`config.mk`:
```
export PLATFORM = sky130hd
export DESIGN_NAME = relative_strength_index_flat
export DESIGN_NICKNAME = d
export VERILOG_FILES = /design/src/hw/rtl/rsi_pkg.sv /design/src/hw/rtl/rsi_if.sv /design/src/hw/rtl/relative_strength_index.sv /design/src/hw/rtl/rsi_div.sv /design/src/hw/rtl/rsi_seq.sv /design/src/hw/rtl/rsi_dp.sv /design/src/flat_wrapper.sv
export SDC_FILE = /design/constraint.sdc
export NUM_CORES = 2
export LEC_CHECK = 0
export BUFFER_PORTS_ARGS = -buffer_cell sky130_fd_sc_hd__buf_4
export CAP_MARGIN = 20
export CORE_UTILIZATION = 58
export DETAILED_ROUTE_END_ITERATION = 8
export GPL_TIMING_DRIVEN = 0
export PLACE_DENSITY = 0.74
export SETUP_SLACK_MARGIN = 0.1
export SLEW_MARGIN = 20
export SYNTH_ARGS = -nofsm -noshare
export SYNTH_HDL_FRONTEND = slang
export SYNTH_SLANG_ARGS = --single-unit
```
`constraint.sdc`:
```
create_clock -name clk -period 21.3 [get_ports clk]
set_input_delay 4.26 -clock clk [delete_from_list [all_inputs] [get_ports clk]]
set_output_delay 4.26 -clock clk [all_outputs]
set_load 0.01 [all_outputs]
```
`src/hw/rtl/rsi_pkg.sv`:
```
// Shared types, constants and microprogram for the RSI block.
package rsi_pkg;

  // Field and register widths, RSI full scale and period reset value
  localparam int CLOSE_W        = 32;
  localparam int PERIOD_W       = 10;
  localparam int RSI_W          = 15;
  localparam int FRAC_EXTRA     = 16;
  localparam int RSI_Q_W        = 15;
  localparam int RSI_FULL       = 25600;
  localparam int PERIOD_RESET   = 14;
  localparam int PRICE_BITS_DEF = 32;

  // Configuration port
  localparam int CFG_ADDR_W = 3;
  localparam int CFG_DATA_W = 32;
  localparam logic REG_PERIOD = 1'b0;

  // Microprogram steps
  localparam int STEP_W = 5;
  typedef logic [STEP_W-1:0] step_t;

  localparam step_t ST_ACCEPT   = 5'd0;
  localparam step_t ST_MOVE     = 5'd1;
  localparam step_t ST_BRANCH   = 5'd2;
  localparam step_t ST_ACC      = 5'd3;
  localparam step_t ST_DSUM_G   = 5'd4;
  localparam step_t ST_WSUM_G   = 5'd5;
  localparam step_t ST_SSUM_G   = 5'd6;
  localparam step_t ST_DSUM_L   = 5'd7;
  localparam step_t ST_WSUM_L   = 5'd8;
  localparam step_t ST_SSUM_L   = 5'd9;
  localparam step_t ST_MUL_G    = 5'd10;
  localparam step_t ST_DMUL_G   = 5'd11;
  localparam step_t ST_WMUL_G   = 5'd12;
  localparam step_t ST_SMUL_G   = 5'd13;
  localparam step_t ST_MUL_L    = 5'd14;
  localparam step_t ST_DMUL_L   = 5'd15;
  localparam step_t ST_WMUL_L   = 5'd16;
  localparam step_t ST_SMUL_L   = 5'd17;
  localparam step_t ST_MUL_RSI  = 5'd18;
  localparam step_t ST_DIV_RSI  = 5'd19;
  localparam step_t ST_WAIT_RSI = 5'd20;
  localparam step_t ST_EMIT     = 5'd21;
  localparam step_t ST_DONE     = 5'd22;

  // Datapath operations
  typedef enum logic [3:0] {
    OP_NOP,
    OP_ACCEPT,
    OP_MOVE,
    OP_ACC,
    OP_DIV_SUM_G,
    OP_DIV_SUM_L,
    OP_STORE_G,
    OP_STORE_L,
    OP_MUL_G,
    OP_MUL_L,
    OP_DIV_MUL_G,
    OP_DIV_MUL_L,
    OP_MUL_RSI,
    OP_DIV_RSI,
    OP_EMIT
  } op_t;

  // Jump conditions
  typedef enum logic [3:0] {
    C_NEVER,
    C_ALWAYS,
    C_NO_INPUT,
    C_FIRST,
    C_SMOOTH,
    C_WARM_MORE,
    C_DIV_BUSY,
    C_LOSS_ZERO,
    C_OUT_FULL
  } cond_t;

  typedef struct packed {
    op_t   op;
    cond_t cond;
    step_t target;
  } uword_t;

  // Status flags from datapath to sequencer
  typedef struct packed {
    logic in_taken;
    logic first;
    logic smooth;
    logic warm_more;
    logic div_busy;
    logic loss_zero;
    logic out_full;
  } stat_t;

  function automatic uword_t uw(op_t op, cond_t cond, step_t target);
    uword_t w;
    w.op     = op;
    w.cond   = cond;
    w.target = target;
    return w;
  endfunction

  // Control store: one word per step
  function automatic uword_t ucode(step_t step);
    uword_t w;
    case (step)
      ST_ACCEPT:   w = uw(OP_ACCEPT,    C_NO_INPUT,  ST_ACCEPT);
      ST_MOVE:     w = uw(OP_MOVE,      C_FIRST,     ST_ACCEPT);
      ST_BRANCH:   w = uw(OP_NOP,       C_SMOOTH,    ST_MUL_G);
      ST_ACC:      w = uw(OP_ACC,       C_WARM_MORE, ST_ACCEPT);
      ST_DSUM_G:   w = uw(OP_DIV_SUM_G, C_NEVER,     ST_ACCEPT);
      ST_WSUM_G:   w = uw(OP_NOP,       C_DIV_BUSY,  ST_WSUM_G);
      ST_SSUM_G:   w = uw(OP_STORE_G,   C_NEVER,     ST_ACCEPT);
      ST_DSUM_L:   w = uw(OP_DIV_SUM_L, C_NEVER,     ST_ACCEPT);
      ST_WSUM_L:   w = uw(OP_NOP,       C_DIV_BUSY,  ST_WSUM_L);
      ST_SSUM_L:   w = uw(OP_STORE_L,   C_ALWAYS,    ST_MUL_RSI);
      ST_MUL_G:    w = uw(OP_MUL_G,     C_NEVER,     ST_ACCEPT);
      ST_DMUL_G:   w = uw(OP_DIV_MUL_G, C_NEVER,     ST_ACCEPT);
      ST_WMUL_G:   w = uw(OP_NOP,       C_DIV_BUSY,  ST_WMUL_G);
      ST_SMUL_G:   w = uw(OP_STORE_G,   C_NEVER,     ST_ACCEPT);
      ST_MUL_L:    w = uw(OP_MUL_L,     C_NEVER,     ST_ACCEPT);
      ST_DMUL_L:   w = uw(OP_DIV_MUL_L, C_NEVER,     ST_ACCEPT);
      ST_WMUL_L:   w = uw(OP_NOP,       C_DIV_BUSY,  ST_WMUL_L);
      ST_SMUL_L:   w = uw(OP_STORE_L,   C_NEVER,     ST_ACCEPT);
      ST_MUL_RSI:  w = uw(OP_MUL_RSI,   C_LOSS_ZERO, ST_EMIT);
      ST_DIV_RSI:  w = uw(OP_DIV_RSI,   C_NEVER,     ST_ACCEPT);
      ST_WAIT_RSI: w = uw(OP_NOP,       C_DIV_BUSY,  ST_WAIT_RSI);
      ST_EMIT:     w = uw(OP_EMIT,      C_OUT_FULL,  ST_EMIT);
      ST_DONE:     w = uw(OP_NOP,       C_ALWAYS,    ST_ACCEPT);
      default:     w = uw(OP_NOP,       C_ALWAYS,    ST_ACCEPT);
    endcase
    return w;
  endfunction

endpackage

```
`src/hw/rtl/rsi_if.sv`:
```
// Valid/ready channel interfaces for price requests and RSI results.
interface rsi_in_if;
  import rsi_pkg::*;
  logic               valid;
  logic               ready;
  logic [CLOSE_W-1:0] close_price;
  logic               new_series;

  modport source (output valid, output close_price, output new_series, input ready);
  modport sink   (input valid, input close_price, input new_series, output ready);
endinterface

interface rsi_out_if;
  import rsi_pkg::*;
  logic             valid;
  logic             ready;
  logic [RSI_W-1:0] rsi_value;

  modport source (output valid, output rsi_value, input ready);
  modport sink   (input valid, input rsi_value, output ready);
endinterface

```
`src/hw/rtl/relative_strength_index.sv`:
```
// Wilder RSI over a stream of Q16.16 closing prices, microcoded around one serial divider.
// One price request at a time: a first price only records the close; other warm-up moves add to sums.
// A result move runs the serial divider for the gain and the loss average (sums on the closing warm-up
//   move, smoothing after it), then for the RSI, skipped when the loss average is zero.
// The output register lets the next price in; the emit step waits while it still holds a result.
// Reset (synchronous, rst_n low): period back to 14, series and averages cleared, no result held.
module relative_strength_index #(
  parameter int PRICE_BITS = rsi_pkg::PRICE_BITS_DEF
) (
  input  logic                             clk,
  input  logic                             rst_n,
  rsi_in_if.sink                           in_ch,
  rsi_out_if.source                        out_ch,
  input  logic                             psel,
  input  logic                             penable,
  input  logic                             pwrite,
  input  logic [rsi_pkg::CFG_ADDR_W-1:0]   paddr,
  input  logic [rsi_pkg::CFG_DATA_W-1:0]   pwdata,
  output logic [rsi_pkg::CFG_DATA_W-1:0]   prdata,
  output logic                             pready
);
  import rsi_pkg::*;

  stat_t               stat;
  op_t                 op;
  logic                period_we;
  logic [PERIOD_W-1:0] period;

  // Register access: one register, written in the access phase
  assign pready    = 1'b1;
  assign period_we = psel && penable && pwrite && pready && (paddr[2] == REG_PERIOD);
  assign prdata    = (paddr[2] == REG_PERIOD) ? CFG_DATA_W'(period) : '0;

  rsi_seq u_seq (
    .clk   (clk),
    .rst_n (rst_n),
    .stat  (stat),
    .op    (op)
  );

  rsi_dp #(
    .PRICE_BITS (PRICE_BITS)
  ) u_dp (
    .clk            (clk),
    .rst_n          (rst_n),
    .op             (op),
    .stat           (stat),
    .in_valid       (in_ch.valid),
    .in_ready       (in_ch.ready),
    .in_close_price (in_ch.close_price),
    .in_new_series  (in_ch.new_series),
    .out_valid      (out_ch.valid),
    .out_ready      (out_ch.ready),
    .out_rsi_value  (out_ch.rsi_value),
    .period_we      (period_we),
    .period_wdata   (pwdata[PERIOD_W-1:0]),
    .period         (period)
  );

endmodule

```
`src/hw/rtl/rsi_div.sv`:
```
// Bit-serial restoring divider, one quotient bit per cycle.
module rsi_div #(
  parameter int PRICE_BITS = rsi_pkg::PRICE_BITS_DEF
) (
  input  logic clk,
  input  logic rst_n,
  input  logic start,
  input  logic [$clog2(((PRICE_BITS < rsi_pkg::CLOSE_W) ? PRICE_BITS : rsi_pkg::CLOSE_W)
                + rsi_pkg::FRAC_EXTRA + 1)-1:0] iters,
  input  logic [((PRICE_BITS < rsi_pkg::CLOSE_W) ? PRICE_BITS : rsi_pkg::CLOSE_W)
                + rsi_pkg::FRAC_EXTRA:0] rem_init,
  input  logic [((PRICE_BITS < rsi_pkg::CLOSE_W) ? PRICE_BITS : rsi_pkg::CLOSE_W)
                + rsi_pkg::FRAC_EXTRA-1:0] dividend_lo,
  input  logic [((PRICE_BITS < rsi_pkg::CLOSE_W) ? PRICE_BITS : rsi_pkg::CLOSE_W)
                + rsi_pkg::FRAC_EXTRA:0] divisor,
  output logic busy,
  output logic [((PRICE_BITS < rsi_pkg::CLOSE_W) ? PRICE_BITS : rsi_pkg::CLOSE_W)
                + rsi_pkg::FRAC_EXTRA-1:0] quotient
);
  import rsi_pkg::*;

  localparam int PW    = (PRICE_BITS < CLOSE_W) ? PRICE_BITS : CLOSE_W;
  localparam int ACC_W = PW + FRAC_EXTRA;
  localparam int DEN_W = ACC_W + 1;
  localparam int CNT_W = $clog2(ACC_W + 1);

  logic [DEN_W-1:0] rem_r, rem_nxt;
  logic [DEN_W-1:0] den_r;
  logic [ACC_W-1:0] q_r, q_nxt;
  logic [CNT_W-1:0] cnt_r, cnt_nxt;
  logic [DEN_W:0]   trial;
  logic [DEN_W:0]   diff;
  logic             fits;

  // One restoring step: bring down the next dividend bit and try the subtract
  always_comb begin
    trial = {rem_r, q_r[ACC_W-1]};
    diff  = trial - {1'b0, den_r};
    fits  = (trial >= {1'b0, den_r});
  end

  always_comb begin
    rem_nxt = rem_r;
    q_nxt   = q_r;
    cnt_nxt = cnt_r;
    if (start) begin
      rem_nxt = rem_init;
      q_nxt   = dividend_lo;
      cnt_nxt = iters;
    end else if (cnt_r != '0) begin
      rem_nxt = fits ? diff[DEN_W-1:0] : trial[DEN_W-1:0];
      q_nxt   = {q_r[ACC_W-2:0], fits};
      cnt_nxt = cnt_r - 1'b1;
    end
  end

  always_ff @(posedge clk) begin
    if (!rst_n) begin
      cnt_r <= '0;
    end else begin
      cnt_r <= cnt_nxt;
    end
  end

  always_ff @(posedge clk) begin
    rem_r <= rem_nxt;
    q_r   <= q_nxt;
    if (start) begin
      den_r <= divisor;
    end
  end

  assign busy     = (cnt_r != '0);
  assign quotient = q_r;

endmodule

```
`src/hw/rtl/rsi_seq.sv`:
```
// Microcode sequencer: step counter, control store fetch and jump logic.
module rsi_seq (
  input  logic           clk,
  input  logic           rst_n,
  input  rsi_pkg::stat_t stat,
  output rsi_pkg::op_t   op
);
  import rsi_pkg::*;

  step_t  upc_r, upc_nxt;
  uword_t word;
  logic   jump;

  assign word = ucode(upc_r);
  assign op   = word.op;

  // Jump condition select
  always_comb begin
    case (word.cond)
      C_NEVER:     jump = 1'b0;
      C_ALWAYS:    jump = 1'b1;
      C_NO_INPUT:  jump = !stat.in_taken;
      C_FIRST:     jump = stat.first;
      C_SMOOTH:    jump = stat.smooth;
      C_WARM_MORE: jump = stat.warm_more;
      C_DIV_BUSY:  jump = stat.div_busy;
      C_LOSS_ZERO: jump = stat.loss_zero;
      C_OUT_FULL:  jump = stat.out_full;
      default:     jump = 1'b1;
    endcase
  end

  always_comb begin
    upc_nxt = jump ? word.target : upc_r + 1'b1;
  end

  always_ff @(posedge clk) begin
    if (!rst_n) begin
      upc_r <= ST_ACCEPT;
    end else begin
      upc_r <= upc_nxt;
    end
  end

endmodule

```
`src/hw/rtl/rsi_dp.sv`:
```
// RSI datapath: series state, averages, multiplier, divider loads and output register.
module rsi_dp #(
  parameter int PRICE_BITS = rsi_pkg::PRICE_BITS_DEF
) (
  input  logic                              clk,
  input  logic                              rst_n,
  input  rsi_pkg::op_t                      op,
  output rsi_pkg::stat_t                    stat,
  // price requests
  input  logic                              in_valid,
  output logic                              in_ready,
  input  logic [rsi_pkg::CLOSE_W-1:0]       in_close_price,
  input  logic                              in_new_series,
  // results
  output logic                              out_valid,
  input  logic                              out_ready,
  output logic [rsi_pkg::RSI_W-1:0]         out_rsi_value,
  // register file
  input  logic                              period_we,
  input  logic [rsi_pkg::PERIOD_W-1:0]      period_wdata,
  output logic [rsi_pkg::PERIOD_W-1:0]      period
);
  import rsi_pkg::*;

  localparam int PW    = (PRICE_BITS < CLOSE_W) ? PRICE_BITS : CLOSE_W;
  localparam int ACC_W = PW + FRAC_EXTRA;
  localparam int DEN_W = ACC_W + 1;
  localparam int NUM_W = ACC_W + RSI_Q_W;
  localparam int CNT_W = $clog2(ACC_W + 1);

  logic [PERIOD_W-1:0] period_r;
  logic [PW-1:0]       price_r;
  logic                start_r;
  logic [PW-1:0]       prev_r;
  logic                have_r;
  logic [PW-1:0]       move_r;
  logic                up_r;
  logic [PERIOD_W-1:0] moves_r;
  logic [ACC_W-1:0]    gavg_r;
  logic [ACC_W-1:0]    lavg_r;
  logic [NUM_W-1:0]    mul_r;
  logic                out_valid_r;
  logic [RSI_W-1:0]    out_rsi_r;

  logic [PERIOD_W-1:0] p_eff;
  logic [PERIOD_W-1:0] p_less;
  logic [PW-1:0]       gmove;
  logic [PW-1:0]       lmove;
  logic                first;
  logic                out_full;
  logic                in_taken;
  logic [NUM_W-1:0]    smooth_num;
  logic [RSI_W-1:0]    rsi_special;

  logic                div_start;
  logic [CNT_W-1:0]    div_iters;
  logic [DEN_W-1:0]    div_rem;
  logic [ACC_W-1:0]    div_lo;
  logic [DEN_W-1:0]    div_den;
  logic                div_busy;
  logic [ACC_W-1:0]    div_q;

  // A zero period behaves as one
  assign p_eff  = (period_r == '0) ? PERIOD_W'(1) : period_r;
  assign p_less = p_eff - 1'b1;

  assign gmove    = up_r ? move_r : '0;
  assign lmove    = up_r ? '0 : move_r;
  assign first    = start_r || !have_r;
  assign out_full = out_valid_r && !out_ready;
  assign in_ready = (op == OP_ACCEPT);
  assign in_taken = in_valid && in_ready;

  // Status back to the sequencer
  always_comb begin
    stat.in_taken  = in_taken;
    stat.first     = first;
    stat.smooth    = (moves_r >= p_eff);
    stat.warm_more = ({1'b0, moves_r} + 1'b1) < {1'b0, p_eff};
    stat.div_busy  = div_busy;
    stat.loss_zero = (lavg_r == '0);
    stat.out_full  = out_full;
  end

  // Numerator of a smoothing step: avg*(period-1) + move scaled up
  always_comb begin
    if (op == OP_DIV_MUL_G) begin
      smooth_num = mul_r + NUM_W'({gmove, {FRAC_EXTRA{1'b0}}});
    end else begin
      smooth_num = mul_r + NUM_W'({lmove, {FRAC_EXTRA{1'b0}}});
    end
  end

  // Divider loads; the top part of each dividend is already below the divisor
  always_comb begin
    div_start = 1'b0;
    div_iters = CNT_W'(ACC_W);
    div_rem   = DEN_W'(gavg_r[ACC_W-1:PW]);
    div_lo    = {gavg_r[PW-1:0], {FRAC_EXTRA{1'b0}}};
    div_den   = DEN_W'(p_eff);
    case (op)
      OP_DIV_SUM_G: begin
        div_start = 1'b1;
      end
      OP_DIV_SUM_L: begin
        div_start = 1'b1;
        div_rem   = DEN_W'(lavg_r[ACC_W-1:PW]);
        div_lo    = {lavg_r[PW-1:0], {FRAC_EXTRA{1'b0}}};
      end
      OP_DIV_MUL_G, OP_DIV_MUL_L: begin
        div_start = 1'b1;
        div_rem   = DEN_W'(smooth_num[NUM_W-1:ACC_W]);
        div_lo    = smooth_num[ACC_W-1:0];
      end
      OP_DIV_RSI: begin
        div_start = 1'b1;
        div_iters = CNT_W'(RSI_Q_W);
        div_rem   = DEN_W'(mul_r[NUM_W-1:RSI_Q_W]);
        div_lo    = {mul_r[RSI_Q_W-1:0], {(ACC_W-RSI_Q_W){1'b0}}};
        div_den   = DEN_W'(gavg_r) + DEN_W'(lavg_r);
      end
      default: begin
        div_start = 1'b0;
      end
    endcase
  end

  rsi_div #(
    .PRICE_BITS (PRICE_BITS)
  ) u_div (
    .clk         (clk),
    .rst_n       (rst_n),
    .start       (div_start),
    .iters       (div_iters),
    .rem_init    (div_rem),
    .dividend_lo (div_lo),
    .divisor     (div_den),
    .busy        (div_busy),
    .quotient    (div_q)
  );

  // Result when the loss average is zero
  assign rsi_special = (gavg_r == '0) ? '0 : RSI_W'(RSI_FULL);

  // Control and series state
  always_ff @(posedge clk) begin
    if (!rst_n) begin
      period_r    <= PERIOD_W'(PERIOD_RESET);
      have_r      <= 1'b0;
      prev_r      <= '0;
      moves_r     <= '0;
      gavg_r      <= '0;
      lavg_r      <= '0;
      out_valid_r <= 1'b0;
    end else begin
      if (out_valid_r && out_ready) begin
        out_valid_r <= 1'b0;
      end
      if (period_we) begin
        period_r <= period_wdata;
        moves_r  <= '0;
        gavg_r   <= '0;
        lavg_r   <= '0;
      end else begin
        case (op)
          OP_MOVE: begin
            prev_r <= price_r;
            if (first) begin
              have_r  <= 1'b1;
              moves_r <= '0;
              gavg_r  <= '0;
              lavg_r  <= '0;
            end
          end
          OP_ACC: begin
            gavg_r  <= gavg_r + ACC_W'(gmove);
            lavg_r  <= lavg_r + ACC_W'(lmove);
            moves_r <= moves_r + 1'b1;
          end
          OP_STORE_G: begin
            gavg_r <= div_q;
          end
          OP_STORE_L: begin
            lavg_r <= div_q;
          end
          OP_EMIT: begin
            if (!out_full) begin
              out_valid_r <= 1'b1;
            end
          end
          default: begin
            have_r <= have_r;
          end
        endcase
      end
    end
  end

  // Payload registers
  always_ff @(posedge clk) begin
    case (op)
      OP_ACCEPT: begin
        if (in_taken) begin
          price_r <= in_close_price[PW-1:0];
          start_r <= in_new_series;
        end
      end
      OP_MOVE: begin
        up_r   <= (price_r >= prev_r);
        move_r <= (price_r >= prev_r) ? price_r - prev_r : prev_r - price_r;
      end
      OP_MUL_G: begin
        mul_r <= NUM_W'(gavg_r) * NUM_W'(p_less);
      end
      OP_MUL_L: begin
        mul_r <= NUM_W'(lavg_r) * NUM_W'(p_less);
      end
      OP_MUL_RSI: begin
        mul_r <= NUM_W'(gavg_r) * NUM_W'(RSI_FULL);
      end
      OP_EMIT: begin
        if (!out_full) begin
          out_rsi_r <= (lavg_r == '0) ? rsi_special : div_q[RSI_W-1:0];
        end
      end
      default: begin
        mul_r <= mul_r;
      end
    endcase
  end

  assign out_valid     = out_valid_r;
  assign out_rsi_value = out_rsi_r;
  assign period        = period_r;

endmodule

```
`src/flat_wrapper.sv`:
```
// flat-port wrapper written by rule: the top's interface ports become plain ports
module relative_strength_index_flat import rsi_pkg::*;
#(
  parameter int PRICE_BITS = rsi_pkg::PRICE_BITS_DEF
)
  (clk, rst_n, psel, penable, pwrite, paddr, pwdata, prdata, pready, in_ch_valid, in_ch_close_price, in_ch_new_series, in_ch_ready, out_ch_valid, out_ch_rsi_value, out_ch_ready);
  rsi_in_if in_ch_i ();
  rsi_out_if out_ch_i ();
  input  logic clk;
  input  logic rst_n;
  input  logic psel;
  input  logic penable;
  input  logic pwrite;
  input  logic [rsi_pkg::CFG_ADDR_W-1:0] paddr;
  input  logic [rsi_pkg::CFG_DATA_W-1:0] pwdata;
  output logic [rsi_pkg::CFG_DATA_W-1:0] prdata;
  output logic pready;
  input wire logic [$bits(in_ch_i.valid)-1:0] in_ch_valid;
  input wire logic [$bits(in_ch_i.close_price)-1:0] in_ch_close_price;
  input wire logic [$bits(in_ch_i.new_series)-1:0] in_ch_new_series;
  output wire logic [$bits(in_ch_i.ready)-1:0] in_ch_ready;
  output wire logic [$bits(out_ch_i.valid)-1:0] out_ch_valid;
  output wire logic [$bits(out_ch_i.rsi_value)-1:0] out_ch_rsi_value;
  input wire logic [$bits(out_ch_i.ready)-1:0] out_ch_ready;
  assign in_ch_i.valid = in_ch_valid;
  assign in_ch_i.close_price = in_ch_close_price;
  assign in_ch_i.new_series = in_ch_new_series;
  assign in_ch_ready = in_ch_i.ready;
  assign out_ch_valid = out_ch_i.valid;
  assign out_ch_rsi_value = out_ch_i.rsi_value;
  assign out_ch_i.ready = out_ch_ready;
  relative_strength_index #(.PRICE_BITS(PRICE_BITS)) u_core (.clk(clk), .rst_n(rst_n), .in_ch(in_ch_i), .out_ch(out_ch_i), .psel(psel), .penable(penable), .pwrite(pwrite), .paddr(paddr), .pwdata(pwdata), .prdata(prdata), .pready(pready));
endmodule
```
* After elaboration in Yosys (flattened, before gate mapping) *
Memories as Yosys holds them, arrays and structs flattened. A register that Yosys moved wholly into a read port is not among the register bits.
Index checks and enable logic that the tools add are counted.
Widths: inputs -> output; s select.

storage, ports and cells
  register bits = 451
  bits in latches = 0
  memories = 1
  ROM bits = 416
  output and inout port bits = 50
  logic and storage cells = 129
  memory bits (writable) = 0

memory list
  memory           depth  width  read ports  clocked after memory_dff  write ports  RTL line        text
  (no name shown)  32     13     1           1                         0            rsi_pkg.sv:107  case (step)

operators by class
  multiplexer cells = 33
  magnitude comparators = 4
  multipliers = 3
  shifts and indexed selects = 0
  reduce and logical (&&, ||, !) cells = 30
  divide/modulo/power cells = 0
  bitwise gates (word level) = 4
  $add $sub $neg = 13
  equal/unequal tests = 22

operators with widths
  cell                   count
  $pmux 48 s3            4
  $pmux 63 s3            1
  $mux 49                3
  $mux 48                3
  $add 63x48->63         2
  $mul 48x10->58         2
  $add 48x32->48         2
  $logic_not 48->1       2
  $mux 32                3
  $sub 32x32->32         2
  $mux 63                1
  $mul 48x5->53 const B  1
  $ge 50x49->1           1
  $add 48x48->49         1
  $sub 49x49->49         1
  $mux 10                4
  $eq 4x3->1 const B     8
  $eq 4x4->1 const B     8
  $ge 32x32->1           1
  $mux 15                2
  $pmux 10 s2            1
  $mux 6                 3
  $eq 4x2->1 const B     4
  $reduce_and 2->1       6
  24 further kinds       43

* Longest topological paths before layout *
  depth in word-level cells = 6
  mapped depth = 34

* Hierarchy *
A second synthesis with hierarchy kept.

unflattened totals
  cell total of the unflattened synthesis = 8768
  area, all modules = 72978.7 sq um

modules (own cells, without submodules)
  module                   cells each  sequential area each (sq um)  times used  area each (sq um)
  rsi_dp                   7679        7327.0                        1           61726.7
  rsi_div                  883         4504.3                        1           9522.9
  rsi_seq                  169         360.3                         1           1430.1
  relative_strength_index  37          0.0                           1           299.0

* Worst setup path after synthesis *
No wires, ideal clock.

  kind = input port to output port
  start = in paddr[2] (netlist name)
  end = out prdata[0] (netlist name)
  data arrival time = 4641 ps
  setup slack = 12399 ps
  path buffers = 1
  stages on the path = 2
  path through = clkbuf_1 > nor2b_1

between the ends
  cells in the longest elaborated chain, start to end = 1

RTL lines
  element             RTL line                       text
  start: declaration  flat_wrapper.sv:14             input logic [rsi_pkg::CFG_ADDR_W-1:0] paddr;
  $mux 10             relative_strength_index.sv:32  assign prdata = (paddr[2] == REG_PERIOD) ? CFG_DATA_W'(period) : '0;
  end: declaration    flat_wrapper.sv:16             output logic [rsi_pkg::CFG_DATA_W-1:0] prdata;

Every way passes these cells.

* Worst setup path after layout *
  start = reg u_core.u_dp.period_r[5] (netlist: u_core.u_dp.period[5])
  end = reg u_core.u_dp.mul_r[47] (data pin)

between the ends
  cells in the longest elaborated chain, start to end = 5
  elaborated cells between the ends (all ways) = 6
  those cells by class = 1 x add/sub; 2 x mul; 2 x mux; 1 x reduce/logical

RTL lines
  element                            RTL line                      text
  start: declaration                 rsi_dp.sv:31                  logic [PERIOD_W-1:0] period_r;
  start signal: assignment           rsi_dp.sv:148                 period_r <= PERIOD_W'(PERIOD_RESET);
  start signal: assignment           rsi_dp.sv:160                 period_r <= period_wdata;
  $logic_not 10->1                   rsi_dp.sv:64                  assign p_eff = (period_r == '0) ? PERIOD_W'(1) : period_r;
  $mux 10 (*)                        rsi_dp.sv:64
  $sub 10x1->10 (*)                  rsi_dp.sv:65                  assign p_less = p_eff - 1'b1;
  $mul 48x10->58 (on tied branches)  rsi_dp.sv:216, rsi_dp.sv:213
  $pmux 63 s3 (*)                    rsi_dp.sv:201                 case (op)
  end signal: assignment             rsi_dp.sv:213                 mul_r <= NUM_W'(gavg_r) * NUM_W'(p_less);
  end signal: assignment             rsi_dp.sv:216                 mul_r <= NUM_W'(lavg_r) * NUM_W'(p_less);
  end signal: assignment             rsi_dp.sv:219                 mul_r <= NUM_W'(gavg_r) * NUM_W'(RSI_FULL);
  end: declaration                   rsi_dp.sv:41                  logic [NUM_W-1:0] mul_r;

Mark *: on every way between the ends. The rest lies on a longest branch, timed or not.
A chain may end at the register's enable or synchronous reset.

==> run metrics <==
outcome complete, but fails checks; failing checks DRC; max_slew headroom 0.0840; minimum period implied by the final worst setup slack 12.56 ns; Pwr per Cell Area 92.6 nW/um2; Sum Neg Setup Slack 0 ns; cell taking the most area after synthesis fa_1; fmax 79.6 MHz; Detailed Routing Iterations Pass 1 9; CP arrival 12.80 ns; crit-path leading delay family compound AO/OA/AOI/OAI gates; Vias/cell 6.48; max-cap viol count 0; final setup skew 0.0368 ns; DRC 29; Setup Fix Bufs, Post-CTS 0; Post-Syn Instances 8584; vias post-DR 68000; layout cells sized above 1 0.0389; maximum vdd drop 0.0965 mV; Die Width 353 um; Initial Utilization 0.586; fin crit share 0.590; CTS root buf clkbuf_16; slowest cell on the critical path clkbuf_1; Synth top area share 0.219; die height 353 um; top post-synthesis cells by area fa_1, edfxtp_1, ha_1; Post-synth ARST share 0; top_reg_cell synth edfxtp_1; Ys Warns 0; Yosys reg bits 464; CTS buffer count 53; synthesized area per cell 8.32 um2; vias in the first global route 64200; final core utilization 0.630; Top Ports 125; worst hold path type flip-flop to flip-flop; post-route ant nets 0; Critical Path Sink Type flip-flop; CTS sink cnt 464; Hold Fails Final Rpt 0; gr usage total 0.487; cell repeated most along the worst path fa_1; PnR worst setup slack 8.74 ns; Max Slew Vio Count 0; first-pass GRT wire length 438 mm; count leader, synth inv_1; number of port buffers 76; worst path buffer plus inverter count 6; worst-path fanout max 10; Post-synth top cells inv_1, nand2_1, fa_1; Place WS 9.22 ns; row cnt 128; hold-fix buffers at CTS 0; CP Class flip-flop to flip-flop; Filler cells 10600; initial antenna violation count 65; nets 10300; Clock H-tree levels 2; crit start category flip-flop; register area share after synthesis 0.171; slowest stage delay, CP 0.84 ns; Post-synth EDFFs 290; Iter 0 DRT Violations 9477; drt wl/cell 29.4 um; RSZ-0062 raised after global routing no; CTS tree built; Pleak 35.5 nW; Congestion Overflow GR 0; WL final 309 mm; Clock Path Buffers 3; # resized after CTS 0; synth unique cells 103; Core Region 122000 um2; Worst-path clk slew 0.07 ns; WP data required 21.54 ns; area delta synth->final 7.45%; worst slew pin tran 1.37 ns; post-DP HPWL 252 mm; GP Congestion 1.19; Clk Latency, worst-skew pair 0.66 ns; die footprint 125000 um2; Syn Std Cell Area 71400 um2; number of setup violations in the final report 0; largest net degree at the start of global routing 50
-- area by class of cell --
cell class	instances	area (um2)	area share
plain buffers	440	1810	0.0235
clock inverters	29	370	0.00483
diodes	71	178	0.00232
inverters	1373	5150	0.0672
well taps	1625	2030	0.0265
clock buffers	69	1470	0.0192
repair buffers	105	988	0.0129
flip-flops and latches	464	12200	0.159
multi-input cells	6328	52500	0.685
-- final timing paths --
kind	from	to	slack, ns	cells after the start
worst max-delay path	u_core.u_dp.period[5]	u_core.u_dp.mul_r[47]	8.74	31
worst max register to register	u_core.u_dp.period[5]	u_core.u_dp.mul_r[47]	8.74	31
worst min register to register	u_core.u_dp.prev_r[13]	u_core.u_dp.prev_r[13]	0.49	2
worst min-delay path	u_core.u_dp.prev_r[13]	u_core.u_dp.prev_r[13]	0.49	2
-- per-layer routing --
metal,vias up,GRT usage,routed length (um)
met1,33100,0.614,113000
met2,4800,0.686,125000
met5,-,0.00868,659
met4,35,0.352,27300
li1,28900,-,-
met3,1174,0.175,43100
-- sequential cells by signal, summed over array words and instances, names as in the netlist, 6 cells and up --
signal,count
u_core.u_seq.word,13
u_core.u_dp.prev_r,32
u_core.u_dp.move_r,32
u_core.u_dp.out_rsi_value,15
u_core.u_dp.mul_r,63
u_core.u_dp.u_div.quotient,48
u_core.u_dp.u_div.rem_r,49
u_core.u_dp.moves_r,10
u_core.u_dp.u_div.den_r,49
u_core.u_dp.price_r,32
u_core.u_dp.lavg_r,48
u_core.u_dp.period,10
u_core.u_dp.gavg_r,48
u_core.u_dp.u_div.cnt_r,6
-- power by group --
part	total [W]	internal [W]	leakage, nW	switching, W
logic	0.00428	0.00146	30.4	0.00282
clock network	0.00101	0.000577	0.892	0.000436
registers	0.00181	0.00128	4.26	0.000535
total	0.00710	0.00331	35.5	0.00379
-- cell usage in the layout (no fill, tap or decap), types with 38 or more instances in the layout --
master        n
xnor2_1     214
o22ai_1      38
a31oi_1      65
xor2_1      153
and2_1      362
a21boi_0     55
edfxtp_1    290
a22oi_1      45
o21bai_1     64
and3_1       58
buf_4       107
nor2b_1     108
nor2_1      638
nand2_1     821
dfxtp_1     170
mux2i_1      64
nor3_1       80
o21ai_0     415
a211oi_1     44
ha_1        643
a21o_1      228
diode_2      71
fa_1        782
inv_1      1363
a222oi_1     41
nand4_1      77
a221oi_1     45
o211ai_1     40
nand2b_1    155
clkbuf_16    55
clkbuf_1    373
nand3_1     104
o21a_1       62
a21oi_1     504
-- cells by family after synthesis --
logic type,share of synthesized area
multiplexers,0.0106
AO/OA/AOI/OAI,0.174
AND/OR/NAND/NOR,0.169
flip-flops,0.171
adder cells (fa/ha/maj),0.332
other,0.000105
buffers and inverters,0.0971
XOR/XNOR,0.0464
-- through the flow --
step,hold slack (ns),cells,total power (W),instance area [um2]
2_1_floorplan,0.443,8605,0.00425,71500
3_3_place_gp,0.455,10300,0.00573,74100
3_5_place_dp,0.479,10300,0.00582,74700
4_1_cts,0.490,10400,0.00684,76500
5_1_grt,0.516,10400,0.00740,76600
6_report,0.490,10500,0.00710,76700
-- tightest hold or removal path: cells and delay by family, from the launching register on --
| kind | cells | cell delay, ns |
|---|---|---|
| flip-flops | 1 | 0.33 |
| AO/OA/AOI/OAI | 1 | 0.06 |
| AND/OR/NAND/NOR | 1 | 0.05 |
Power figures use the tool's default switching activity.
